===== src/hw/rtl/btpf_pkg.sv =====
// Shared types, constants and helpers for the background tile pixel fetcher.
// No dependencies; every other file in hw/rtl imports this package.
`default_nettype none

package btpf_pkg;

	// Default sizes for the top-level parameters
	localparam int QUEUE_DEPTH_DEF = 16;
	localparam int LINE_WIDTH_DEF  = 160;

	// Register file layout: six 32-bit registers at 4-byte spacing
	localparam int REG_COUNT = 6;
	localparam int ADDR_W    = 5;
	localparam int DATA_W    = 32;

	// Video memory bases
	localparam logic [15:0] MAP_BASE_LO  = 16'h9800;
	localparam logic [15:0] MAP_BASE_HI  = 16'h9C00;
	localparam logic [15:0] TILE_BASE_U  = 16'h8000;
	localparam logic [15:0] TILE_BASE_S  = 16'h8800;
	localparam logic [7:0]  TILE_ID_BIAS = 8'd128;

	// A tile row is eight pixels; a push needs room for a full row
	localparam int TILE_PIXELS = 8;

	// Register reset values
	localparam logic [7:0] PALETTE_RST = 8'd252;

	typedef enum logic [2:0] {
		PH_TILE,
		PH_LOW,
		PH_HIGH,
		PH_IDLE,
		PH_PUSH
	} phase_t;

	typedef enum logic [1:0] {
		TGT_NONE,
		TGT_TILE,
		TGT_LOW,
		TGT_HIGH
	} target_t;

	typedef enum logic [1:0] {
		CMD_LINE,
		CMD_DOT,
		CMD_FETCH
	} cmd_kind_t;

	typedef enum logic [2:0] {
		REG_BG_ENABLE,
		REG_BG_MAP_HIGH,
		REG_TILE_DATA_UNSIGNED,
		REG_SCROLL_X,
		REG_SCROLL_Y,
		REG_BG_PALETTE
	} reg_idx_t;

	typedef struct packed {
		logic       mode;
		logic [7:0] line_number;
		logic       fetch_dot;
		logic [7:0] mem_data;
	} item_t;

	typedef struct packed {
		logic        mem_req;
		logic [15:0] mem_addr;
		logic        pixel_valid;
		logic [7:0]  pixel_x;
		logic [1:0]  pixel_shade;
	} result_t;

	// Classified dot handed from the front to the back
	typedef struct packed {
		cmd_kind_t  kind;
		logic [7:0] line_number;
		logic [7:0] mem_data;
	} cmd_t;

	typedef struct packed {
		logic       bg_enable;
		logic       bg_map_high;
		logic       tile_data_unsigned;
		logic [7:0] scroll_x;
		logic [7:0] scroll_y;
		logic [7:0] bg_palette;
	} cfg_t;

	function automatic logic [1:0] palette_shade(input logic [7:0] pal, input logic [1:0] idx);
		logic [1:0] s;
		case (idx)
			2'd0:    s = pal[1:0];
			2'd1:    s = pal[3:2];
			2'd2:    s = pal[5:4];
			default: s = pal[7:6];
		endcase
		return s;
	endfunction

endpackage

`default_nettype wire


===== src/hw/rtl/btpf_regs.sv =====
// APB-style configuration registers for the background fetcher.
// Depends on btpf_pkg (cfg_t, register indexes).
`default_nettype none

module btpf_regs (
	input  wire logic                        clk,
	input  wire logic                        arst_n,
	input  wire logic                        psel,
	input  wire logic                        penable,
	input  wire logic                        pwrite,
	input  wire logic [btpf_pkg::ADDR_W-1:0] paddr,
	input  wire logic [btpf_pkg::DATA_W-1:0] pwdata,
	output logic      [btpf_pkg::DATA_W-1:0] prdata,
	output logic                             pready,
	output btpf_pkg::cfg_t                   cfg
);
	import btpf_pkg::*;

	cfg_t     cfg_q;
	reg_idx_t idx;
	logic     wr_en;

	assign idx    = reg_idx_t'(paddr[ADDR_W-1:2]);
	assign wr_en  = psel && penable && pwrite;
	assign pready = 1'b1;
	assign cfg    = cfg_q;

	always_ff @(posedge clk or negedge arst_n) begin
		if (!arst_n) begin
			cfg_q.bg_enable          <= 1'b1;
			cfg_q.bg_map_high        <= 1'b0;
			cfg_q.tile_data_unsigned <= 1'b1;
			cfg_q.scroll_x           <= 8'd0;
			cfg_q.scroll_y           <= 8'd0;
			cfg_q.bg_palette         <= PALETTE_RST;
		end else if (wr_en) begin
			case (idx)
				REG_BG_ENABLE:          cfg_q.bg_enable          <= pwdata[0];
				REG_BG_MAP_HIGH:        cfg_q.bg_map_high        <= pwdata[0];
				REG_TILE_DATA_UNSIGNED: cfg_q.tile_data_unsigned <= pwdata[0];
				REG_SCROLL_X:           cfg_q.scroll_x           <= pwdata[7:0];
				REG_SCROLL_Y:           cfg_q.scroll_y           <= pwdata[7:0];
				REG_BG_PALETTE:         cfg_q.bg_palette         <= pwdata[7:0];
				default: ;
			endcase
		end
	end

	always_comb begin
		prdata = '0;
		case (idx)
			REG_BG_ENABLE:          prdata[0]   = cfg_q.bg_enable;
			REG_BG_MAP_HIGH:        prdata[0]   = cfg_q.bg_map_high;
			REG_TILE_DATA_UNSIGNED: prdata[0]   = cfg_q.tile_data_unsigned;
			REG_SCROLL_X:           prdata[7:0] = cfg_q.scroll_x;
			REG_SCROLL_Y:           prdata[7:0] = cfg_q.scroll_y;
			REG_BG_PALETTE:         prdata[7:0] = cfg_q.bg_palette;
			default:                prdata      = '0;
		endcase
	end

endmodule

`default_nettype wire


===== src/hw/rtl/btpf_front.sv =====
// Front end: accepts dots, classifies them and holds them in a two-entry queue.
// Depends on btpf_pkg (item_t, cmd_t).
`default_nettype none

module btpf_front (
	input  wire logic            clk,
	input  wire logic            arst_n,
	input  wire logic            push,
	output logic                 full,
	input  wire btpf_pkg::item_t item,
	output logic                 cmd_valid,
	output btpf_pkg::cmd_t       cmd,
	input  wire logic            cmd_take
);
	import btpf_pkg::*;

	cmd_t       slot_q [2];
	logic       wr_ptr_q;
	logic       rd_ptr_q;
	logic [1:0] cnt_q;
	logic       wr;
	cmd_t       cls;

	// line start, fetching dot or plain dot
	always_comb begin
		cls.line_number = item.line_number;
		cls.mem_data    = item.mem_data;
		if (!item.mode) begin
			cls.kind = CMD_LINE;
		end else if (item.fetch_dot) begin
			cls.kind = CMD_FETCH;
		end else begin
			cls.kind = CMD_DOT;
		end
	end

	assign full      = (cnt_q == 2'd2);
	assign wr        = push && !full;
	assign cmd_valid = (cnt_q != 2'd0);
	assign cmd       = slot_q[rd_ptr_q];

	always_ff @(posedge clk) begin
		if (wr) begin
			slot_q[wr_ptr_q] <= cls;
		end
	end

	always_ff @(posedge clk or negedge arst_n) begin
		if (!arst_n) begin
			wr_ptr_q <= 1'b0;
			rd_ptr_q <= 1'b0;
			cnt_q    <= 2'd0;
		end else begin
			if (wr) begin
				wr_ptr_q <= !wr_ptr_q;
			end
			if (cmd_take) begin
				rd_ptr_q <= !rd_ptr_q;
			end
			cnt_q <= cnt_q + {1'b0, wr} - {1'b0, cmd_take};
		end
	end

endmodule

`default_nettype wire


===== src/hw/rtl/btpf_back.sv =====
// Back end: tile fetch sequencer, pixel queue and pixel output, one dot a cycle while the result queue has space.
// Depends on btpf_pkg (cmd_t, cfg_t, result_t, phase and target codes).
`default_nettype none

module btpf_back #(
	parameter int QUEUE_DEPTH = btpf_pkg::QUEUE_DEPTH_DEF,
	parameter int LINE_WIDTH  = btpf_pkg::LINE_WIDTH_DEF
) (
	input  wire logic             clk,
	input  wire logic             arst_n,
	input  wire btpf_pkg::cfg_t   cfg,
	input  wire logic             cmd_valid,
	input  wire btpf_pkg::cmd_t   cmd,
	output logic                  cmd_take,
	input  wire logic             res_space,
	output btpf_pkg::result_t     res
);
	import btpf_pkg::*;

	localparam int IW = $clog2(QUEUE_DEPTH);
	localparam int CW = $clog2(QUEUE_DEPTH + 1);
	localparam int SW = $clog2(LINE_WIDTH + 1);
	localparam int PW = IW + 2;

	phase_t        phase_q, phase_d;
	target_t       target_q, target_d;
	logic [7:0]    tile_q, lo_q, hi_q;
	logic [7:0]    tile_cur, lo_cur, hi_cur;
	logic [7:0]    fcol_q, fcol_d;
	logic [7:0]    lcol_q;
	logic [SW-1:0] sent_q;
	logic [CW-1:0] count_q, count_mid;
	logic [IW-1:0] head_q, head_d;
	logic [1:0]    pq_q [QUEUE_DEPTH];

	logic          fire, dot, fetch;
	logic [7:0]    y, x, tile_id;
	logic [15:0]   map_addr, row_addr;
	logic          do_push, do_pop, emit;
	logic [1:0]    pop_idx;
	logic [IW-1:0] wr_idx [TILE_PIXELS];
	logic [1:0]    wr_val [TILE_PIXELS];
	logic [PW-1:0] slot;

	assign fire     = cmd_valid && res_space;
	assign cmd_take = fire;
	assign dot      = (cmd.kind != CMD_LINE);
	assign fetch    = (cmd.kind == CMD_FETCH);

	always_comb begin
		// answer to last dot's request
		tile_cur = tile_q;
		lo_cur   = lo_q;
		hi_cur   = hi_q;
		case (target_q)
			TGT_TILE: tile_cur = cmd.mem_data;
			TGT_LOW:  lo_cur   = cmd.mem_data;
			TGT_HIGH: hi_cur   = cmd.mem_data;
			default: ;
		endcase

		y        = cmd.line_number + cfg.scroll_y;
		x        = fcol_q + cfg.scroll_x;
		map_addr = (cfg.bg_map_high ? MAP_BASE_HI : MAP_BASE_LO) + {6'd0, y[7:3], x[7:3]};
		tile_id  = cfg.tile_data_unsigned ? tile_cur : tile_cur + TILE_ID_BIAS;
		row_addr = (cfg.tile_data_unsigned ? TILE_BASE_U : TILE_BASE_S)
			+ {4'd0, tile_id, 4'd0} + {12'd0, y[2:0], 1'b0};

		phase_d  = phase_q;
		target_d = TGT_NONE;
		fcol_d   = fcol_q;
		do_push  = 1'b0;
		res      = '0;

		if (fetch) begin
			case (phase_q)
				PH_TILE: begin
					res.mem_req  = 1'b1;
					res.mem_addr = map_addr;
					target_d     = TGT_TILE;
					fcol_d       = fcol_q + 8'(TILE_PIXELS);
					phase_d      = PH_LOW;
				end
				PH_LOW: begin
					res.mem_req  = 1'b1;
					res.mem_addr = row_addr;
					target_d     = TGT_LOW;
					phase_d      = PH_HIGH;
				end
				PH_HIGH: begin
					// row address is even, so +1 is a bit set
					res.mem_req  = 1'b1;
					res.mem_addr = {row_addr[15:1], 1'b1};
					target_d     = TGT_HIGH;
					phase_d      = PH_IDLE;
				end
				PH_IDLE: begin
					phase_d = PH_PUSH;
				end
				PH_PUSH: begin
					if (count_q <= CW'(TILE_PIXELS)) begin
						do_push = 1'b1;
						phase_d = PH_TILE;
					end
				end
				default: begin
					phase_d = PH_TILE;
				end
			endcase
		end

		// push slots: on a push, head + count + i stays below twice the depth
		for (int i = 0; i < TILE_PIXELS; i++) begin
			slot = PW'(head_q) + PW'(count_q) + PW'(i);
			if (slot >= PW'(QUEUE_DEPTH)) begin
				slot = slot - PW'(QUEUE_DEPTH);
			end
			wr_idx[i] = slot[IW-1:0];
			wr_val[i] = cfg.bg_enable ? {hi_cur[TILE_PIXELS-1-i], lo_cur[TILE_PIXELS-1-i]} : 2'd0;
		end

		count_mid = do_push ? count_q + CW'(TILE_PIXELS) : count_q;
		// a pop needs at least one entry from before this push, so head is never new
		do_pop    = dot && (count_mid > CW'(TILE_PIXELS));
		pop_idx   = pq_q[head_q];
		emit      = do_pop && (lcol_q >= {5'd0, cfg.scroll_x[2:0]})
			&& (sent_q < SW'(LINE_WIDTH));
		head_d    = (head_q == IW'(QUEUE_DEPTH - 1)) ? '0 : head_q + 1'b1;

		if (emit) begin
			res.pixel_valid = 1'b1;
			res.pixel_x     = 8'(sent_q);
			res.pixel_shade = palette_shade(cfg.bg_palette, pop_idx);
		end
	end

	always_ff @(posedge clk) begin
		if (fire && dot && do_push) begin
			for (int i = 0; i < TILE_PIXELS; i++) begin
				pq_q[wr_idx[i]] <= wr_val[i];
			end
		end
	end

	always_ff @(posedge clk or negedge arst_n) begin
		if (!arst_n) begin
			phase_q  <= PH_TILE;
			target_q <= TGT_NONE;
			tile_q   <= '0;
			lo_q     <= '0;
			hi_q     <= '0;
			fcol_q   <= '0;
			lcol_q   <= '0;
			sent_q   <= '0;
			count_q  <= '0;
			head_q   <= '0;
		end else if (fire) begin
			if (!dot) begin
				phase_q  <= PH_TILE;
				target_q <= TGT_NONE;
				tile_q   <= '0;
				lo_q     <= '0;
				hi_q     <= '0;
				fcol_q   <= '0;
				lcol_q   <= '0;
				sent_q   <= '0;
				count_q  <= '0;
				head_q   <= '0;
			end else begin
				phase_q  <= phase_d;
				target_q <= target_d;
				tile_q   <= tile_cur;
				lo_q     <= lo_cur;
				hi_q     <= hi_cur;
				fcol_q   <= fcol_d;
				count_q  <= count_mid - CW'(do_pop);
				if (do_pop) begin
					head_q <= head_d;
					if (lcol_q != 8'hFF) begin
						lcol_q <= lcol_q + 8'd1;
					end
				end
				if (emit) begin
					sent_q <= sent_q + 1'b1;
				end
			end
		end
	end

endmodule

`default_nettype wire


===== src/hw/rtl/btpf_res_fifo.sv =====
// Two-entry result queue between the back end and the result port.
// Depends on btpf_pkg (result_t).
`default_nettype none

module btpf_res_fifo (
	input  wire logic              clk,
	input  wire logic              arst_n,
	input  wire logic              wr,
	input  wire btpf_pkg::result_t wr_data,
	output logic                   space,
	output logic                   empty,
	input  wire logic              pop,
	output btpf_pkg::result_t      result
);
	import btpf_pkg::*;

	result_t    slot_q [2];
	logic       wr_ptr_q;
	logic       rd_ptr_q;
	logic [1:0] cnt_q;
	logic       rd;

	assign space  = (cnt_q != 2'd2);
	assign empty  = (cnt_q == 2'd0);
	assign rd     = pop && !empty;
	assign result = slot_q[rd_ptr_q];

	always_ff @(posedge clk) begin
		if (wr) begin
			slot_q[wr_ptr_q] <= wr_data;
		end
	end

	always_ff @(posedge clk or negedge arst_n) begin
		if (!arst_n) begin
			wr_ptr_q <= 1'b0;
			rd_ptr_q <= 1'b0;
			cnt_q    <= 2'd0;
		end else begin
			if (wr) begin
				wr_ptr_q <= !wr_ptr_q;
			end
			if (rd) begin
				rd_ptr_q <= !rd_ptr_q;
			end
			cnt_q <= cnt_q + {1'b0, wr} - {1'b0, rd};
		end
	end

endmodule

`default_nettype wire


===== src/hw/rtl/background_tile_pixel_fetcher_top.sv =====
// Top level of the background tile pixel fetcher: registers, front, back, result queue.
// Depends on btpf_pkg, btpf_regs, btpf_front, btpf_back and btpf_res_fifo.
//
//   channel   handshake          payload           transfer when
//   -------   ----------------   ---------------   ---------------------------------
//   dots      push / full        item (item_t)     push && !full
//   results   pop / empty        result (result_t) pop && !empty
//   config    psel/penable/...   pwdata, paddr     psel && penable && pwrite && pready
//
// One dot per clock sustained while results are popped. Each dot produces exactly one
// result; a dot is registered in the front queue, taken by the back end once the result
// queue has space, and its result is registered there. The fetch sequencer and pixel
// queue update once per dot, so the back end is the rate-setting unit at one dot a cycle.
// Both side queues hold two entries, so full only rises when the result side stalls.
// Reset clears all queues and restores register defaults; no clearing pass is needed.
`default_nettype none

module background_tile_pixel_fetcher_top #(
	parameter int QUEUE_DEPTH = btpf_pkg::QUEUE_DEPTH_DEF,
	parameter int LINE_WIDTH  = btpf_pkg::LINE_WIDTH_DEF
) (
	input  wire logic                        clk,
	input  wire logic                        arst_n,
	// dot channel
	input  wire logic                        push,
	output logic                             full,
	input  wire btpf_pkg::item_t             item,
	// result channel
	output logic                             empty,
	input  wire logic                        pop,
	output btpf_pkg::result_t                result,
	// configuration port
	input  wire logic                        psel,
	input  wire logic                        penable,
	input  wire logic                        pwrite,
	input  wire logic [btpf_pkg::ADDR_W-1:0] paddr,
	input  wire logic [btpf_pkg::DATA_W-1:0] pwdata,
	output logic      [btpf_pkg::DATA_W-1:0] prdata,
	output logic                             pready
);
	import btpf_pkg::*;

	cfg_t    cfg;
	cmd_t    cmd;
	logic    cmd_valid;
	logic    cmd_take;
	logic    res_space;
	result_t res;

	// register block; the user must write it only while no dot is in flight, the block does not enforce this
	btpf_regs u_regs (
		.clk     (clk),
		.arst_n  (arst_n),
		.psel    (psel),
		.penable (penable),
		.pwrite  (pwrite),
		.paddr   (paddr),
		.pwdata  (pwdata),
		.prdata  (prdata),
		.pready  (pready),
		.cfg     (cfg)
	);

	// front: takes dots, tags line starts and fetch dots
	btpf_front u_front (
		.clk       (clk),
		.arst_n    (arst_n),
		.push      (push),
		.full      (full),
		.item      (item),
		.cmd_valid (cmd_valid),
		.cmd       (cmd),
		.cmd_take  (cmd_take)
	);

	// back: fetch sequencer and pixel queue, one dot per transfer into the result queue
	btpf_back #(
		.QUEUE_DEPTH (QUEUE_DEPTH),
		.LINE_WIDTH  (LINE_WIDTH)
	) u_back (
		.clk       (clk),
		.arst_n    (arst_n),
		.cfg       (cfg),
		.cmd_valid (cmd_valid),
		.cmd       (cmd),
		.cmd_take  (cmd_take),
		.res_space (res_space),
		.res       (res)
	);

	// result queue decouples the back end from result-side stalls
	btpf_res_fifo u_res_fifo (
		.clk     (clk),
		.arst_n  (arst_n),
		.wr      (cmd_take),
		.wr_data (res),
		.space   (res_space),
		.empty   (empty),
		.pop     (pop),
		.result  (result)
	);

endmodule

`default_nettype wire


===== config.mk =====
export PLATFORM = sky130hd
export DESIGN_NAME = background_tile_pixel_fetcher_top
export DESIGN_NICKNAME = d
export VERILOG_FILES = /design/src/hw/rtl/btpf_pkg.sv /design/src/hw/rtl/btpf_regs.sv /design/src/hw/rtl/btpf_front.sv /design/src/hw/rtl/btpf_back.sv /design/src/hw/rtl/btpf_res_fifo.sv /design/src/hw/rtl/background_tile_pixel_fetcher_top.sv
export SDC_FILE = /design/constraint.sdc
export NUM_CORES = 1
export LEC_CHECK = 0
export BUFFER_PORTS_ARGS = -buffer_cell sky130_fd_sc_hd__buf_2
export CAP_MARGIN = 30
export CORE_MARGIN = 2
export CORE_UTILIZATION = 35
export CTS_CLUSTER_SIZE = 28
export DETAILED_ROUTE_END_ITERATION = 8
export PLACE_DENSITY = 0.63
export SYNTH_ARGS = -nofsm -noshare
export SYNTH_HDL_FRONTEND = slang
export SYNTH_SLANG_ARGS = --single-unit

===== constraint.sdc =====
create_clock -name clk -period 4.4 [get_ports clk]
set_input_delay 0.22 -clock clk [delete_from_list [all_inputs] [get_ports clk]]
set_output_delay 0.22 -clock clk [all_outputs]
set_load 0.01 [all_outputs]

==> impl_table.tex <==
\begin{tabular}{lr}
\hline
Metric & Value \\
\hline
\multicolumn{2}{l}{\textbf{Clock tree}} \\
Number of post-CTS setup repair buffers & 0 \\
CTS tree & done \\
Clock-pin slew reported for the worst setup and hold paths after clock tree synthesis & $\sim$0.060 ns \\
Clock net sink count & $\sim$210 \\
Root Buffer Master & sky130\_fd\_sc\_hd\_\_clkbuf\_16 \\
Cts bufs inserted & 24 \\
Insertion delay to the later sink of the worst-skew pair & roughly 0.56 ns \\
Worst-case clock buffer depth & 3 \\
CTS H-Tree Depth & 1 \\
\multicolumn{2}{l}{\textbf{Worst hold path}} \\
Worst Hold End & u\_front.slot\_q[0][17] \\
Hold path startpoint & item[17] \\
HP Class & in -> reg \\
Hold path cells & 2 \\
\multicolumn{2}{l}{\textbf{Setup path}} \\
CP Launch Type & flop \\
Source of the worst register-to-register timing path & u\_back.count\_q[0] \\
Source of the critical timing path & u\_back.count\_q[0] \\
Worst EP required & 4.66 ns \\
Capturing point of the worst reg2reg path & u\_back.pq\_q[9][1] \\
Worst Reg2Reg Path Length in Cells & 12 \\
Critical Path Sink Type & flop \\
CP Data Arrival Time & around 4.3 ns \\
Slack of the worst reg-to-reg path & 0.34 ns \\
Crit path kind & reg -> reg \\
Worst Path Max Fanout & 12 \\
\multicolumn{2}{l}{\textbf{Finish}} \\
Area Growth Syn to Fin & 16.16\% \\
Final net count & 1558 \\
Filler instances & 3746 \\
Layout cell share with drive strength beyond 1 & 18.47\% \\
\multicolumn{2}{l}{\textbf{Synthesis}} \\
Flip-flop and latch count after synthesis & between 200 and 250 \\
Flip-flop cell with the highest count after synthesis & sky130\_fd\_sc\_hd\_\_edfxtp\_1 \\
Yosys top cell by area & sky130\_fd\_sc\_hd\_\_edfxtp\_1 \\
Top cells by area in the synthesized netlist & sky130\_fd\_sc\_hd\_\_edfxtp\_1 26\%, sky130\_fd\_sc\_hd\_\_dfrtp\_1 16\%, sky130\_fd\_sc\_hd\_\_mux2\_2 4.9\% \\
Cells after synthesis & between 1k and 1.5k \\
Sequential fraction of the synthesis area & 43.66\% \\
Yosys top cell area share & about a quarter \\
Most frequent cell after synthesis & sky130\_fd\_sc\_hd\_\_nand2\_1 \\
Average instance area after synthesis & 9.960 µm² \\
YS warnings & 0 \\
Distinct cell type count after synthesis & 74 \\
Cell Area, Synth & 13530 µm² \\
Async set-reset flop share out of synthesis & 44.34\% \\
Top cells by count, synth & 133 x sky130\_fd\_sc\_hd\_\_nand2\_1, 118 x sky130\_fd\_sc\_hd\_\_edfxtp\_1, 105 x sky130\_fd\_sc\_hd\_\_nor2\_1 \\
Number of synthesized flops with an enable pin & 118 \\
\multicolumn{2}{l}{\textbf{STA}} \\
Final setup skew & about 0.014 ns \\
Min cycle time layout & 4.064 ns \\
Rel. slew slack & roughly 29\% \\
Fin crit share & roughly 92\% \\
Worst Tran Pin Value & 1.065 ns \\
Final number of setup-violating endpoints & 0 \\
Max Slew Vio Count & 0 \\
RSZ-0062 raised after global routing & no \\
Total Negative Setup Slacks & 0 ns \\
Final Hold Fails & 0 \\
Achievable clock frequency & 246.1 MHz \\
Fin worst setup slack & 0.3361 ns \\
\multicolumn{2}{l}{\textbf{Power and ir drop}} \\
Internal Power & 5.780 mW \\
Switching part of the total & 45.07\% \\
Comb power frac & 51.6\% \\
Clock network fraction of design power & 19.3\% \\
Sequential fraction of design power & 29.1\% \\
Leakage Power & 6.435 nW \\
Peak ir drop on the vdd network & around 0.33 mV \\
Power spent charging and discharging nets & 4.742 mW \\
Power density over cell area & 669.7 nW/µm² \\
\multicolumn{2}{l}{\textbf{Global routing}} \\
All-Layer GR Usage & a little over a fifth \\
Maximum number of pins on one net before global-route repair & 56 \\
Initial antenna violation count & 1 \\
Vias in the first global route & 11.64k \\
Grt ovf & 0 \\
Wire length of the first global-routing pass & 67770 µm \\
\multicolumn{2}{l}{\textbf{Place}} \\
Port Buffers & 71 \\
RePlAce Congestion & between 0.9 and 1 \\
HPWL Detailed & 31030 µm \\
Setup Slack @ Placement & between 0.3 and 0.4 ns \\
\multicolumn{2}{l}{\textbf{Detailed routing}} \\
Number of detailed-route iterations in the first pass & 6 \\
Total length of routed wires & 43740 µm \\
Number of antenna-violating nets in the routed design & 0 \\
Per-cell via count in the routed design & a little under 6 \\
Avg WL per Cell & 21.90 µm \\
Total via count in the routed design & about 12k \\
Drc violations & 0 \\
Count of routing violations after the opening detailed-route iteration & 1262 \\
\multicolumn{2}{l}{\textbf{Job}} \\
Max Cap Viol & 0 \\
\multicolumn{2}{l}{\textbf{Floorplanning}} \\
Number of cell rows & 72 \\
Full die area & 40230 µm² \\
Die span in y & $\sim$200 µm \\
Initial Utilization & 35.24\% \\
I/O pin cnt & 125 \\
Core Region & 38380 µm² \\
Die outline width & about 200 µm \\
\multicolumn{2}{l}{\textbf{Status}} \\
Outcome & complete, no violations \\
\hline
\end{tabular}
-- cell usage in the layout, fill, tap and decap left out, drive strengths merged, types with 7 or more instances in the layout --
master and count:
dlygate4sd3 27, a21oi 50, o21ai 101, o211a 13, ha 34, or3 14, mux4 13, a22oi 12
a221oi 27, a211oi 21, edfxtp 118, nand3 57, dfrtp 86, o32ai 7, xnor2 26, and3 10
clkinv 8, xor2 11, mux2 59, nor2 105, nor2b 9, o22ai 19, dfstp 8, o211ai 26
nor3 53, nand2 134, xnor3 11, nor4 14, nand4 16, a31oi 16, a21o 12, and2 16
inv 29, mux2i 42, clkbuf 30, conb 27, o2111ai 9, buf 132
-- critical path, cell delays in order (launching register included) --
cell and delay, ns:
sky130_fd_sc_hd__dfrtp_1 0.37, sky130_fd_sc_hd__ha_1 0.17, sky130_fd_sc_hd__inv_1 0.05, sky130_fd_sc_hd__fa_1 0.68
sky130_fd_sc_hd__inv_1 0.17, sky130_fd_sc_hd__ha_1 0.26, sky130_fd_sc_hd__and2_1 0.20, sky130_fd_sc_hd__xnor3_1 0.57
sky130_fd_sc_hd__nand4_1 0.32, sky130_fd_sc_hd__mux2i_1 0.25, sky130_fd_sc_hd__a211oi_1 0.10, sky130_fd_sc_hd__a2111oi_0 0.54
sky130_fd_sc_hd__a221oi_1 0.10
-- logic make-up (layout without fill, tap and decap cells) --
kind of cell / after synthesis / after routing / share of synthesized area, %
multiplexers: 114 / 114 / 10.19
other: 2 / 28 / 0.05552
AO/OA/AOI/OAI: 363 / 363 / 18.15
buffers and inverters: 138 / 233 / 4.718
flip-flops: 212 / 212 / 43.66
AND/OR/NAND/NOR: 445 / 445 / 15.44
adder cells (fa/ha/maj): 36 / 36 / 3.441
XOR/XNOR: 48 / 48 / 4.348
-- how the worst max path moves through the flow --
stage / end / slack (ns) / cells after the start
after floorplan: u_back.pq_q[13][0] / 0.09 / 14
final: u_back.pq_q[9][1] / 0.34 / 12
after CTS: u_back.pq_q[14][1] / 0.33 / 11
after global placement: u_back.pq_q[14][1] / 0.37 / 11
after global routing: u_back.pq_q[14][1] / 0.09 / 11
after detailed placement: u_back.pq_q[14][1] / 0.35 / 11
-- per-stage QoR --
stage | utilization, % | cell area, µm² | power (mW) | cells | hold slack, ns
detailed placement | 38.07 | 14610 | 8.345 | 1924 | 0.3475
global route | 40.94 | 15710 | 11.05 | 1997 | 0.05247
global placement | 37.81 | 14510 | 8.199 | 1917 | 0.3462
floorplan | - | 13620 | 6.357 | 1383 | -0.07559
finish | 40.94 | 15710 | 10.52 | 1997 | 0.03841
CTS | 40.89 | 15690 | 10.42 | 1995 | 0.02987
-- timing repair --
item | CTS | global route
hold buffers | 27 | 0
resized for setup | 0 | 2
hold endpoints to repair | 114 | 0
setup endpoints to repair | 0 | 2
-- area by class of cell --
cell class	count	area (µm²)	share of cell area, %
Multi-Input combinational cell	1033	7097	45.17
Sequential cell	212	5906	37.59
Timing Repair Buffer	160	1139	7.247
Clock buffer	29	671.9	4.277
Tap cell	518	648.1	4.125
Clock inverter	15	138.9	0.8840
Inverter	29	108.9	0.6928
Antenna cell	1	2.502	0.01593
-- flip-flops by register name, summed over array words and instances, names as in the netlist, 8 cells and up --
signal,flops
u_back.tile_q,8
u_front.slot_q,36
u_regs.cfg,27
u_back.sent_q,8
u_back.lcol_q,8
u_back.lo_q,8
u_back.pq_q,32
u_res_fifo.slot_q,50
u_back.hi_q,8
-- routing by layer --
layer / GRT usage [%] / vias up / part of all wire, %
li1: - / 5328 / -
met1: 28.70 / 5805 / 42
met2: 33.31 / 599 / 44
met3: 4.562 / 166 / 9.0
met4: 9.153 / 0 / 4.5
met5: 0 / - / 0
-- power by group through the flow --
stage | registers [mW] | logic, mW | clock network (mW)
floorplan | 2.98 | 3.38 | 0
global placement | 3.11 | 5.09 | 0
detailed placement | 3.10 | 5.24 | 0
CTS | 3.06 | 5.29 | 2.06
global route | 3.13 | 5.79 | 2.13
finish | 3.07 | 5.43 | 2.03
Power figures use the tool's default switching activity.
